$ cat src/tcsg_pkg.sv
// ----------------------------------------------------------------------------
// tcsg_pkg: shared types and constants for the tilt cursor grid
// Transfer payload types, grid and calibration constants, and the
// constant-divisor average that turns calibration sums into baselines.
// ----------------------------------------------------------------------------
package tcsg_pkg;

    // Grid geometry. Field widths of the result transfer fix the position width.
    localparam int GRID_SIZE  = 16;
    localparam int POS_W      = 4;
    localparam int LED_W      = 8;

    // Calibration.
    localparam int CAL_SAMPLES = 20;
    localparam int SAMPLE_W    = 16;
    localparam int CNT_W       = $clog2(CAL_SAMPLES + 1);
    localparam int SUM_W       = SAMPLE_W + $clog2(CAL_SAMPLES);
    localparam int MAG_W       = SUM_W;
    localparam int CAL_SHIFT   = MAG_W + $clog2(CAL_SAMPLES);
    localparam int RECIP_W     = MAG_W + 1;
    localparam int PROD_W      = MAG_W + RECIP_W;

    // Rounded-up reciprocal of CAL_SAMPLES; exact for every magnitude below 2**MAG_W.
    localparam logic [RECIP_W-1:0] CAL_RECIP = RECIP_W'(
        ((longint'(1) << CAL_SHIFT) + longint'(CAL_SAMPLES) - longint'(1))
        / longint'(CAL_SAMPLES));

    // Configuration.
    localparam int THR_W = 15;
    localparam logic [THR_W-1:0] THR_RESET = THR_W'(10000);

    typedef struct packed {
        logic signed [SAMPLE_W-1:0] tilt_x;
        logic signed [SAMPLE_W-1:0] tilt_y;
    } tcsg_in_t;

    typedef struct packed {
        logic [POS_W-1:0] cursor_x;
        logic [POS_W-1:0] cursor_y;
        logic [LED_W-1:0] strip_index;
        logic             moved;
        logic             ready_res;
    } tcsg_out_t;

    typedef struct packed {
        logic                       calibrated;
        logic signed [SAMPLE_W-1:0] base_x;
        logic signed [SAMPLE_W-1:0] base_y;
    } cal_status_t;

    typedef struct packed {
        logic [POS_W-1:0] col;
        logic [POS_W-1:0] row;
        logic [LED_W-1:0] led;
        logic             moved;
    } cursor_t;

    // Sum divided by CAL_SAMPLES, truncated toward zero.
    function automatic logic signed [SAMPLE_W-1:0] cal_average(
        input logic signed [SUM_W-1:0] sum
    );
        logic              neg;
        logic [MAG_W-1:0]  mag;
        logic [PROD_W-1:0] prod;
        logic [SAMPLE_W-1:0] quot;
        neg  = sum[SUM_W-1];
        mag  = neg ? MAG_W'(-sum) : MAG_W'(sum);
        prod = PROD_W'(mag) * PROD_W'(CAL_RECIP);
        quot = prod[CAL_SHIFT +: SAMPLE_W];
        return neg ? -quot : quot;
    endfunction

endpackage

$ cat src/tilt_cursor_serpentine_grid.sv
// ----------------------------------------------------------------------------
// tilt_cursor_serpentine_grid: tilt-driven cursor on a serpentine LED grid
// Input register, calibration and cursor logic, result register.
// ----------------------------------------------------------------------------
// Each input transfer carries one two-axis tilt sample and produces exactly
// one result transfer. The block takes one sample per clock cycle while the
// result side does not stall. An accepted sample is held in the input
// register while the calibration and cursor logic settle, and its result is
// captured into the result register when the held sample moves on, which
// raises m_valid. The cursor position and the calibration sums are updated
// in the same cycle that the result is captured. While the result side
// stalls, one more sample is taken into the input register and then s_ready
// drops until the held result leaves. The first CAL_SAMPLES samples after
// reset only build the per-axis rest baselines; their results hold the
// cursor at the grid center with moved low, and ready_res goes high with
// the last of them. After that a deviation strictly beyond the move
// threshold steps the cursor one cell per axis, clamped at the grid edges.
// The threshold register should only be written while no transfer is in
// flight.
// ----------------------------------------------------------------------------
module tilt_cursor_serpentine_grid (
    input  logic                        aclk,
    input  logic                        aresetn,
    input  logic                        s_valid,
    output logic                        s_ready,
    input  tcsg_pkg::tcsg_in_t          s_data,
    output logic                        m_valid,
    input  logic                        m_ready,
    output tcsg_pkg::tcsg_out_t         m_data,
    input  logic                        cfg_wr_en,
    input  logic [tcsg_pkg::THR_W-1:0]  cfg_wr_data
);

    logic                          in_valid_reg;
    tcsg_pkg::tcsg_in_t            in_data_reg;
    logic                          out_valid_reg;
    tcsg_pkg::tcsg_out_t           out_data_reg, out_data_next;
    logic [tcsg_pkg::THR_W-1:0]    thr_reg;
    logic                          advance;
    tcsg_pkg::cal_status_t         cal_status;
    logic                          cal_ready;
    tcsg_pkg::cursor_t             cursor;

    // The held sample moves on whenever the result register is free or is
    // being emptied in this cycle; the input register refills in the same
    // cycle, so transfers stream back to back.
    assign advance = in_valid_reg && (!out_valid_reg || m_ready);
    assign s_ready = !in_valid_reg || advance;

    always_ff @(posedge aclk) begin
        if (!aresetn) begin
            thr_reg <= tcsg_pkg::THR_RESET;
        end else if (cfg_wr_en) begin
            thr_reg <= cfg_wr_data;
        end
    end

    always_ff @(posedge aclk) begin
        if (!aresetn) begin
            in_valid_reg <= 1'b0;
        end else if (s_ready) begin
            in_valid_reg <= s_valid;
        end
    end

    always_ff @(posedge aclk) begin
        if (s_ready && s_valid) begin
            in_data_reg <= s_data;
        end
    end

    // Calibration state advances only when the held sample is consumed.
    tcsg_calib u_calib (
        .aclk      (aclk),
        .aresetn   (aresetn),
        .step      (advance),
        .sample    (in_data_reg),
        .status    (cal_status),
        .ready_now (cal_ready)
    );

    // The cursor sees the calibration state from before this sample, so the
    // last calibration sample itself never moves the cursor.
    tcsg_cursor u_cursor (
        .aclk      (aclk),
        .aresetn   (aresetn),
        .step      (advance),
        .sample    (in_data_reg),
        .status    (cal_status),
        .threshold (thr_reg),
        .cursor    (cursor)
    );

    assign out_data_next.cursor_x    = cursor.col;
    assign out_data_next.cursor_y    = cursor.row;
    assign out_data_next.strip_index = cursor.led;
    assign out_data_next.moved       = cursor.moved;
    assign out_data_next.ready_res   = cal_ready;

    always_ff @(posedge aclk) begin
        if (!aresetn) begin
            out_valid_reg <= 1'b0;
        end else if (advance) begin
            out_valid_reg <= 1'b1;
        end else if (m_ready) begin
            out_valid_reg <= 1'b0;
        end
    end

    always_ff @(posedge aclk) begin
        if (advance) begin
            out_data_reg <= out_data_next;
        end
    end

    assign m_valid = out_valid_reg;
    assign m_data  = out_data_reg;

endmodule

$ cat src/tcsg_calib.sv
// ----------------------------------------------------------------------------
// tcsg_calib: rest baseline calibration
// Sums the first calibration samples per axis and latches their averages.
// ----------------------------------------------------------------------------
module tcsg_calib (
    input  logic                   aclk,
    input  logic                   aresetn,
    input  logic                   step,
    input  tcsg_pkg::tcsg_in_t     sample,
    output tcsg_pkg::cal_status_t  status,
    output logic                   ready_now
);

    logic signed [tcsg_pkg::SUM_W-1:0]    sum_x_reg, sum_x_next;
    logic signed [tcsg_pkg::SUM_W-1:0]    sum_y_reg, sum_y_next;
    logic [tcsg_pkg::CNT_W-1:0]           cnt_reg;
    logic                                 calibrated_reg;
    logic signed [tcsg_pkg::SAMPLE_W-1:0] base_x_reg, base_y_reg;
    logic                                 last;

    assign sum_x_next = sum_x_reg + tcsg_pkg::SUM_W'(sample.tilt_x);
    assign sum_y_next = sum_y_reg + tcsg_pkg::SUM_W'(sample.tilt_y);
    assign last       = (cnt_reg == tcsg_pkg::CNT_W'(tcsg_pkg::CAL_SAMPLES - 1));

    always_ff @(posedge aclk) begin
        if (!aresetn) begin
            sum_x_reg      <= '0;
            sum_y_reg      <= '0;
            cnt_reg        <= '0;
            calibrated_reg <= 1'b0;
            base_x_reg     <= '0;
            base_y_reg     <= '0;
        end else if (step && !calibrated_reg) begin
            sum_x_reg <= sum_x_next;
            sum_y_reg <= sum_y_next;
            cnt_reg   <= cnt_reg + tcsg_pkg::CNT_W'(1);
            if (last) begin
                base_x_reg     <= tcsg_pkg::cal_average(sum_x_next);
                base_y_reg     <= tcsg_pkg::cal_average(sum_y_next);
                calibrated_reg <= 1'b1;
            end
        end
    end

    assign status.calibrated = calibrated_reg;
    assign status.base_x     = base_x_reg;
    assign status.base_y     = base_y_reg;
    assign ready_now         = calibrated_reg || last;

endmodule

$ cat src/tcsg_cursor.sv
// ----------------------------------------------------------------------------
// tcsg_cursor: cursor position and serpentine index
// Steps the cursor by threshold compares on each axis deviation, clamps it
// at the grid edges and maps the position to the strip index.
// ----------------------------------------------------------------------------
module tcsg_cursor (
    input  logic                             aclk,
    input  logic                             aresetn,
    input  logic                             step,
    input  tcsg_pkg::tcsg_in_t               sample,
    input  tcsg_pkg::cal_status_t            status,
    input  logic [tcsg_pkg::THR_W-1:0]       threshold,
    output tcsg_pkg::cursor_t                cursor
);

    localparam int DEV_W = tcsg_pkg::SAMPLE_W + 1;
    localparam logic [tcsg_pkg::POS_W-1:0] POS_MAX =
        tcsg_pkg::POS_W'(tcsg_pkg::GRID_SIZE - 1);
    localparam logic [tcsg_pkg::POS_W-1:0] POS_CENTER =
        tcsg_pkg::POS_W'((tcsg_pkg::GRID_SIZE - 1) / 2);

    logic [tcsg_pkg::POS_W-1:0] col_reg, col_next;
    logic [tcsg_pkg::POS_W-1:0] row_reg, row_next;
    logic signed [DEV_W-1:0]    dev_x, dev_y, thr_pos, thr_neg;
    logic                       moved;
    logic [tcsg_pkg::POS_W-1:0] led_col;

    // Full-width deviation, so a far-off sample cannot wrap around.
    assign dev_x   = DEV_W'(sample.tilt_x) - DEV_W'(status.base_x);
    assign dev_y   = DEV_W'(sample.tilt_y) - DEV_W'(status.base_y);
    assign thr_pos = DEV_W'({1'b0, threshold});
    assign thr_neg = -thr_pos;

    always_comb begin
        col_next = col_reg;
        row_next = row_reg;
        moved    = 1'b0;
        if (status.calibrated) begin
            if (dev_x > thr_pos && col_reg < POS_MAX) begin
                col_next = col_reg + tcsg_pkg::POS_W'(1);
                moved    = 1'b1;
            end else if (dev_x < thr_neg && col_reg != '0) begin
                col_next = col_reg - tcsg_pkg::POS_W'(1);
                moved    = 1'b1;
            end
            // Y grows downward, so a negative tilt moves to the next row.
            if (dev_y < thr_neg && row_reg < POS_MAX) begin
                row_next = row_reg + tcsg_pkg::POS_W'(1);
                moved    = 1'b1;
            end else if (dev_y > thr_pos && row_reg != '0) begin
                row_next = row_reg - tcsg_pkg::POS_W'(1);
                moved    = 1'b1;
            end
        end
    end

    always_ff @(posedge aclk) begin
        if (!aresetn) begin
            col_reg <= POS_CENTER;
            row_reg <= POS_CENTER;
        end else if (step) begin
            col_reg <= col_next;
            row_reg <= row_next;
        end
    end

    // Odd rows of the strip run right to left.
    assign led_col = row_next[0] ? (POS_MAX - col_next) : col_next;

    assign cursor.col   = col_next;
    assign cursor.row   = row_next;
    assign cursor.moved = moved;
    assign cursor.led   = tcsg_pkg::LED_W'(tcsg_pkg::LED_W'(row_next)
                          * tcsg_pkg::LED_W'(tcsg_pkg::GRID_SIZE))
                          + tcsg_pkg::LED_W'(led_col);

endmodule
$ cat config.mk
export PLATFORM = sky130hd
export DESIGN_NAME = tilt_cursor_serpentine_grid
export DESIGN_NICKNAME = d
export VERILOG_FILES = /design/src/tcsg_pkg.sv /design/src/tilt_cursor_serpentine_grid.sv /design/src/tcsg_calib.sv /design/src/tcsg_cursor.sv
export SDC_FILE = /design/constraint.sdc
export NUM_CORES = 1
export LEC_CHECK = 0
export ABC_AREA = 1
export CAP_MARGIN = 5
export CORE_AREA = 2 2 216 218
export CTS_BUF_LIST = sky130_fd_sc_hd__clkbuf_16
export DETAILED_ROUTE_END_ITERATION = 8
export DIE_AREA = 0 0 218 220
export DONT_BUFFER_PORTS = 1
export GPL_TIMING_DRIVEN = 0
export MAX_ROUTING_LAYER = met4
export PLACE_DENSITY = 0.84
export SLEW_MARGIN = 20
export SYNTH_ARGS = -nofsm -noshare
export SYNTH_HDL_FRONTEND = slang
export SYNTH_HIERARCHICAL = 1
export SYNTH_SLANG_ARGS = --single-unit
$ cat constraint.sdc
create_clock -name aclk -period 11.7 [get_ports aclk]
set_input_delay 0.585 -clock aclk [delete_from_list [all_inputs] [get_ports aclk]]
set_output_delay 0.585 -clock aclk [all_outputs]
set_load 0.005 [all_outputs]
==> impl_metrics.tcl, run 1 <==
set metrics [dict create \
    synth-compound-area-share_pct 9.26 \
    drtAntennaViolNets 0 \
    die_area_um2 48000 \
    nets 4675 \
    layout.cells.non_filler 4404 \
    async_reset_ff_share_pct 0 \
    yosysTopAreaCellShare_pct 23.0 \
    finalMaxSlewViolations 0 \
    rows 79 \
    max_freq_ghz 0.0993 \
    cts_hold_buf 0 \
    syn_area_per_cell_um2 7.82 \
    antenna_found_initial 1 \
    fp.dieH_um 220 \
    yosysTopAreaCell "ha_1" \
    clk_pin_slew_ns 0.07 \
    synth_flop_cell "dfxtp_1" \
    initial_utilization_pct 64.1 \
    tritoncts "yes" \
    critical_path.slowest_cell "o21ai_0" \
    dr_total_vias 24500 \
    status "finished clean" \
    first_pass_iters 6 \
    synth_adder_area_share_pct 43.4 \
    grt-ovfl-total 0 \
    ios 72 \
    crit_buf_inv 8 \
    post-dp-hpwl_um 63800 \
    ys_ff_latch 155 \
    maxCapViolations 0 \
    synth_area_um2 29400 \
    fin_ws_ns 1.63 \
    clockBufferDepth 2 \
    clock_sinks 155 \
    max_stage_delay_ns 0.96 \
    avgRoutedWirePerCell_um 17.0 \
    synthMuxAreaShare_pct 0 \
    finalSetupTns_ns 0 \
    slew_headroom_pct 24.4 \
    worst-path-max-fanout 10 \
    synth_top_family_by_area "adder cells" \
    crit_type "reg2reg" \
    rsz0062_at_grt "false" \
    hold_path_class "in2reg" \
    routabilityCongestion 0.998 \
    cts-resized-gates 0 \
    synth.distinct_cells 63 \
    worstSetupStartpointType "flip-flop" \
    cp-end-kind "flip-flop" \
    largest_reg_flops 32 \
    synth_area_leaders "ha_1 23%, fa_1 20%, inv_1 11%" \
    critical_path.top_delay_family "adder cells" \
    die_width_um 218 \
    required_ns 12.02 \
    hold_viol_final 0 \
    numCtsBuffers 17 \
    grt_pass1_vias 25000 \
    finalCriticalPeriod_ns 10.07 \
    yosys_warnings 6 \
    grt.total_usage_pct 33.3 \
    setup_viol 0 \
    pre_cts_ws_ns 1.78 \
    synthesis.instances 3763 \
    syn_to_final_growth_pct 4.79 \
    synth-edff-count 50 \
    port_buffers 0 \
    drc 0 \
    ys_seq_area_share_pct 12.3 \
    routed_via_density 5.57 \
    first_iter_violations 1818 \
    wl_um 74800 \
    synth_common_cells "899 x inv_1, 630 x nand2_1, 540 x ha_1" \
    root_buffer "clkbuf_16" \
    post_cts_buffers 0 \
    yosysMostFrequentCell "inv_1" \
    cts_max_level 4 \
    synthXorXnorAreaFrac_pct 4.45 \
    clkLatencyLatePin_ns 0.44 \
    synthSimpleGateAreaFrac_pct 18.2 \
    core-area_um2 45900 \
    fin_crit_sh_pct 86.0 \
    syn_nets 4655 \
    critPathArrivalTime_ns 10.39 \
    clock_skew_ns 0.0205 \
    drive_above_1_share_pct 5.30 \
    place_inst 4371 \
    grt_pass1_wl_um 123000 \
    fillers 3660 \
    grt_max_degree 33 \
    worst_pin_slew_ns 1.12 \
]
## layer usage
metal	vias up	track usage, %	share of wire (%)
met2	877	55.9	48
met4	0	15.7	5.2
li1	11900	-	-
met5	-	-	0
met3	234	4.18	5.8
met1	11500	39.9	41
## placed cells by master, fill, tap and decap left out, types with 37 or more instances in the layout
cell type / count
o21ai_0: 110
ha_1: 540
fa_1: 300
dfxtp_1: 105
edfxtp_1: 50
nor3_1: 41
nor2_1: 245
inv_1: 903
nand2_1: 630
xor2_1: 96
o211ai_1: 37
xnor2_1: 41
nand3_1: 122
a21oi_1: 190
nand2_2: 45
## cells by family (layout without fill, tap and decap cells)
kind of cell / count (synthesis) / count (layout)
other: 0 / 1
DFF: 155 / 155
xor gates and xnor gates: 143 / 143
buffers and inverters: 961 / 994
and+or+nand+nor: 1201 / 1201
AOI/OAI and AO/OA: 463 / 463
adders and majority gates: 840 / 840
## cell type report
type                            instances  area, um^2  area share, %
Buffer                                 40         193          0.625
Inverter                              921        3460           11.2
Clock buffer                           17         425           1.38
Timing Repair Buffer                    1        11.3         0.0365
Clock inverter                         15         208          0.674
Antenna cell                            1        2.50        0.00812
Tap cell                              607         759           2.46
Sequential cell                       155        3600           11.7
Multi-Input combinational cell       2647       22200           71.9
## path summary, 6_finish.rpt
path | cells after the start | endpoint | from | slack [ns]
setup reg to reg | 39 | u_calib/base_y_reg[8] | in_data_reg[15] | 1.63
hold reg to reg | 2 | u_calib/base_y_reg[1] | u_calib/base_y_reg[1] | 0.48
hold / removal | 0 | in_data_reg[13] | s_data[13] | 0.23
setup / recovery | 39 | u_calib/base_y_reg[8] | in_data_reg[15] | 1.63
## per-stage QoR
stage          hold slack, ns  util [%]  cell area, um^2
4_1_cts                 0.230      67.2            30800
6_report                0.233      67.2            30800
5_1_grt                 0.223      67.2            30800
2_1_floorplan           0.445         -            29400
3_3_place_gp            0.455      65.8            30200
3_5_place_dp            0.458      65.8            30200
Power of run 1 is not shown: default switching activity piles up to over one toggle a cycle in this logic, so the estimate is an artifact.
==> inputs of run 2 (changes only) <==
--- a/config.mk
+++ b/config.mk
@@ -5,16 +5,16 @@
 export SDC_FILE = /design/constraint.sdc
 export NUM_CORES = 1
 export LEC_CHECK = 0
-export ABC_AREA = 1
 export CAP_MARGIN = 5
-export CORE_AREA = 2 2 216 218
+export CORE_AREA = 2 2 215 217
 export CTS_BUF_LIST = sky130_fd_sc_hd__clkbuf_16
 export DETAILED_ROUTE_END_ITERATION = 8
-export DIE_AREA = 0 0 218 220
+export DIE_AREA = 0 0 217 219
 export DONT_BUFFER_PORTS = 1
 export GPL_TIMING_DRIVEN = 0
 export MAX_ROUTING_LAYER = met4
-export PLACE_DENSITY = 0.84
+export PLACE_DENSITY = 0.83
+export REMOVE_ABC_BUFFERS = 1
 export SLEW_MARGIN = 20
 export SYNTH_ARGS = -nofsm -noshare
 export SYNTH_HDL_FRONTEND = slang
==> run 2 against run 1 <==
  * Core utilization is 0.93 points higher
  * Register-to-register slack worse by 1.3 ns
  * Synthesized cell count is 13% lower
==> impl_metrics.tcl, run 2 <==
set metrics [dict create \
    status "finished clean" \
    syn_to_final_growth_pct 6.13 \
    synth_area_leaders "ha_1 23%, fa_1 21%, inv_1 8.1%" \
    r2r_start "in_data_reg[0]" \
    worstSetupStartpointType "flip-flop" \
    avgRoutedWirePerCell_um 19.9 \
    finalMaxSlewViolations 0 \
    die_area_um2 47500 \
    synth-edff-count 50 \
    hold_path_class "in2reg" \
    first_iter_violations 2139 \
    final_cell_mix "626 x inv_1, 531 x ha_1, 299 x fa_1" \
    synth_area_um2 28900 \
    dr_total_vias 23900 \
    synth_flop_cell "dfxtp_1" \
    yosysTopAreaCell "ha_1" \
    layout.cells.non_filler 3855 \
    cp-end-kind "flip-flop" \
    grt_pass1_wl_um 122000 \
    grt_max_degree 69 \
    die_width_um 217 \
    yosysTopAreaCellShare_pct 23.3 \
    ys_ff_latch 155 \
    worst_pin_slew_ns 1.04 \
    routabilityCongestion 1.02 \
    required_ns 12.04 \
    critical_path.slowest_cell "or4_1" \
    largest_reg_flops 32 \
    antenna_found_initial 0 \
    root_buffer "clkbuf_16" \
    slew_headroom_pct 30.3 \
    clock_skew_ns 0.0128 \
    initial_utilization_pct 64.2 \
    rows 78 \
    clkLatencyLatePin_ns 0.45 \
    hold_viol_final 0 \
    clockBufferDepth 2 \
    finalCriticalPeriod_ns 11.35 \
    setup_viol 0 \
    drc 0 \
    post-dp-hpwl_um 63000 \
    syn_area_per_cell_um2 8.84 \
    ios 72 \
    clock_sinks 155 \
    fp.dieH_um 219 \
    first_pass_iters 6 \
    core-area_um2 45100 \
    crit_path_start "in_data_reg[0]" \
    grt_pass1_vias 24400 \
    antennaDiodeCount 0 \
    max_freq_ghz 0.0881 \
    synthesis.instances 3273 \
    drtAntennaViolNets 0 \
    nets 4134 \
    crit_type "reg2reg" \
    port_buffers 0 \
    yosysMostFrequentCell "inv_1" \
    grt-ovfl-total 0 \
    routed_via_density 6.20 \
    finalSetupTns_ns 0 \
    grt.total_usage_pct 33.3 \
    final_common_cell "inv_1" \
    wl_um 76500 \
    hold_start "aresetn" \
    synth_common_cells "624 x inv_1, 540 x ha_1, 300 x fa_1" \
    worst-path-max-fanout 11 \
    max_stage_delay_ns 0.58 \
    yosys_warnings 6 \
    drive_above_1_share_pct 5.62 \
    numCtsBuffers 17 \
    cts_max_level 4 \
    place_inst 3802 \
    tritoncts "yes" \
    synth.distinct_cells 104 \
    async_reset_ff_share_pct 0 \
    ys_seq_area_share_pct 12.4 \
    fin_area_um2 30700 \
    critPathArrivalTime_ns 11.69 \
    maxCapViolations 0 \
    fin_crit_sh_pct 97.0 \
    cts_hold_buf 0 \
    post_dp_cell_area_um2 29500 \
    clk_pin_slew_ns 0.07 \
]
run 2: changes by cell type after synthesis, sizes merged, moves of 25 or more:
cell    previous run  this run
a21o               9        70
and3               3        28
nor2             264       147
nor2b              0        36
a211oi             2        32
nand3            145        59
inv              917       625
xor2             101        62
xnor2             42       130
nand2            684       217
mux2i              0        29
run 2: worst max-delay path: cells and delay by family, from the launching register on:
kind / cells / cell delay, ns
simple gates: 12 / 3.70
buf+inv: 2 / 0.32
xor+xnor: 4 / 0.65
fa+ha+maj: 10 / 4.34
compound gates: 8 / 1.82
flops: 1 / 0.40
run 2: routing by layer:
layer	routed length, um	GRT usage [%]
met1	31800	41.2
met2	36500	54.6
met3	5810	5.53
met4	2460	12.9
met5	0	-
run 2: what timing repair did:
action,in CTS,in global routing
endpoints found under the setup margin,22,22
buffers inserted,2,19
pin swaps,3,16
resized for setup,25,66
gates cloned,0,0
run 2: worst paths after layout:
kind,endpoint,cells after the start,slack (ns)
worst max-delay path,u_calib/base_y_reg[11],36,0.35
worst min-delay path,thr_reg[4],1,0.20
worst max register to register,u_calib/base_y_reg[11],36,0.35
worst min register to register,u_calib/base_y_reg[5],2,0.46
run 2: final cells by class:
type | instances | area [um^2]
clock buffers | 17 | 425
clock inverters | 15 | 138
fillers | 3472 | 14400
inverters | 625 | 2350
multi-input cells | 2417 | 23200
flip-flops and latches | 155 | 3600
well taps | 600 | 751
repair buffers | 26 | 268
run 2: stage by stage:
| step | hold slack, ns | setup slack, ns | util (%) |
|---|---|---|---|
| finish | 0.203 | 0.354 | 68.1 |
| global placement | 0.445 | -1.03 | 65.0 |
| detailed placement | 0.446 | -1.24 | 65.3 |
| floorplan | 0.432 | 1.02 | - |
| CTS | 0.196 | 0.0253 | 67.0 |
| global route | 0.191 | -0.120 | 68.1 |
run 2: cell families (layout without fill, tap and decap cells):
| kind of cell | Yosys count | count (layout) | synth area share [%] |
|---|---|---|---|
| flip-flops | 155 | 155 | 12.4 |
| AO/OA/AOI/OAI | 651 | 651 | 15.1 |
| XOR/XNOR | 192 | 192 | 5.87 |
| buffers and inverters | 701 | 683 | 9.41 |
| adder cells (fa/ha/maj) | 840 | 840 | 44.1 |
| multiplexers | 32 | 32 | 1.15 |
| AND/OR/NAND/NOR | 702 | 702 | 12.0 |
Power of run 2 is left out for the same reason.
==> inputs of run 3 (changes only) <==
--- a/config.mk
+++ b/config.mk
@@ -5,15 +5,17 @@
 export SDC_FILE = /design/constraint.sdc
 export NUM_CORES = 1
 export LEC_CHECK = 0
+export ABC_AREA = 1
 export CAP_MARGIN = 5
-export CORE_AREA = 2 2 215 217
+export CORE_AREA = 2 2 216 218
 export CTS_BUF_LIST = sky130_fd_sc_hd__clkbuf_16
 export DETAILED_ROUTE_END_ITERATION = 8
-export DIE_AREA = 0 0 217 219
+export DIE_AREA = 0 0 218 220
 export DONT_BUFFER_PORTS = 1
 export GPL_TIMING_DRIVEN = 0
 export MAX_ROUTING_LAYER = met4
-export PLACE_DENSITY = 0.83
+export PLACE_DENSITY = 0.82
+export RECOVER_POWER = 50
 export REMOVE_ABC_BUFFERS = 1
 export SLEW_MARGIN = 20
 export SYNTH_ARGS = -nofsm -noshare
==> run 3 against run 2 <==
  * The flow now finishes with violations (capacitance limit, slew limit)
  * Non-clock buffer count down 24
  * Sequential share of layout area hardly changed
  * Count of clock-buffer cells in the layout up 2
  * Final cell count rose by 13%
  * Critical path depth is 1 higher
  * Die area increased by 0.92%
  * Via count is 0.30% higher
  * Sequential cell count stayed put
==> impl_metrics.tcl, run 3 (synthesis gave the netlist of run 1 again) <==
set metrics [dict create \
    status "finished, violations left" \
    failed_checks "capacitance limit, slew limit" \
    post_cts_buffers 0 \
    critPathArrivalTime_ns 10.82 \
    grt_pass1_vias 23500 \
    rsz0062_at_grt "false" \
    finalHoldWorstSlack_ns 0.238 \
    first_pass_iters 8 \
    fp.dieH_um 220 \
    fin_crit_sh_pct 89.8 \
    cts-resized-gates 0 \
    routabilityCongestion 1.00 \
    crit_type "reg2reg" \
    clk_pin_slew_ns 0.07 \
    setup_viol 0 \
    root_buffer "clkbuf_16" \
    wl_um 71700 \
    critical_path.slowest_cell "o21ai_0" \
    worstSetupStartpointType "flip-flop" \
    finalCriticalPeriod_ns 10.51 \
    final-seq-area_um2 3600 \
    cp-end-kind "flip-flop" \
    first_iter_violations 1747 \
    nets 4636 \
    worst-path-max-fanout 26 \
    rows 79 \
    cts_max_level 4 \
    max_freq_ghz 0.0952 \
    routed_via_density 5.49 \
    syn_to_final_growth_pct 4.12 \
    maxCapViolations 1 \
    final_common_cell "inv_1" \
    grt.total_usage_pct 31.3 \
    multi_input_area_um2 22200 \
    die_width_um 218 \
    drtAntennaViolNets 0 \
    hold_viol_final 0 \
    holdPathStages 0 \
    numCtsBuffers 17 \
    slew_headroom_pct -48.1 \
    finalSetupTns_ns 0 \
    required_ns 12.01 \
    reg2reg_depth 37 \
    fillers 3775 \
    finalMaxSlewViolations 29 \
    ios 72 \
    antenna_found_initial 0 \
    avgRoutedWirePerCell_um 16.4 \
    tritoncts "yes" \
    clockBufferDepth 2 \
    grt-ovfl-total 0 \
    port_buffers 0 \
    final_cell_mix "902 x inv_1, 630 x nand2_1, 540 x ha_1" \
    clock_skew_ns 0.0145 \
    drc 0 \
    core-area_um2 45900 \
    largest_reg_flops 32 \
    post-dp-hpwl_um 61100 \
    worst_pin_slew_ns 2.22 \
    hold_path_class "in2reg" \
    drive_above_1_share_pct 5.16 \
    clock_sinks 155 \
    max_stage_delay_ns 0.85 \
    antennaDiodeCount 0 \
    grt_pass1_wl_um 116000 \
    dr_total_vias 24000 \
    initial_utilization_pct 64.1 \
    clkLatencyLatePin_ns 0.44 \
    grt_max_degree 86 \
    cts_hold_buf 0 \
    die_area_um2 48000 \
]
[run 3: cell count changes in the layout (fill, tap and decap cells not counted), sizes merged, moves of 39 or more]
cell	delta
nand2	+467
inv	+293
nor2	+117
xnor2	-88
nand3	+86
a21o	-61
xor2	+39
[run 3: stage by stage]
| stage | utilization (%) | worst slack, ns | instance area, um^2 | cells |
|---|---|---|---|---|
| floorplan | - | 3.13 | 29200 | 3723 |
| finish | 66.8 | 1.19 | 30600 | 4364 |
| CTS | 66.8 | 1.47 | 30600 | 4364 |
| global route | 66.8 | 0.665 | 30600 | 4364 |
| global placement | 65.4 | 1.41 | 30000 | 4330 |
| detailed placement | 65.5 | 1.50 | 30000 | 4332 |
[run 3: area by class of cell]
type	instances	area share [%]
clock inverters	13	0.368
multi-input cells	2647	72.4
repair buffers	2	0.155
inverters	921	11.3
flip-flops and latches	155	11.8
well taps	607	2.48
clock buffers	19	1.55
[run 3: final timing paths]
path | start | to | slack [ns]
setup reg to reg | in_data_reg[31] | u_calib/base_x_reg[11] | 1.19
hold / removal | s_data[27] | in_data_reg[27] | 0.24
setup / recovery | in_data_reg[31] | u_calib/base_x_reg[11] | 1.19
hold reg to reg | in_valid_reg | m_valid | 0.48
[run 3: worst max-delay path, delay by kind of cell, from the launching register on]
family / cells / cell delay [ns]
buf+inv: 7 / 1.21
xor+xnor: 1 / 0.19
compound gates: 6 / 2.00
fa+ha+maj: 9 / 4.38
flops: 1 / 0.59
simple gates: 14 / 2.02
[run 3: routing by layer]
metal / GRT usage, % / vias up / share of wire, %
li1: - / 11800 / -
met1: 40.3 / 11300 / 44
met2: 52.6 / 753 / 48
met3: 3.91 / 123 / 6.2
met4: 8.07 / 0 / 2.5
met5: - / - / 0
Power of run 3 is left out for the same reason.
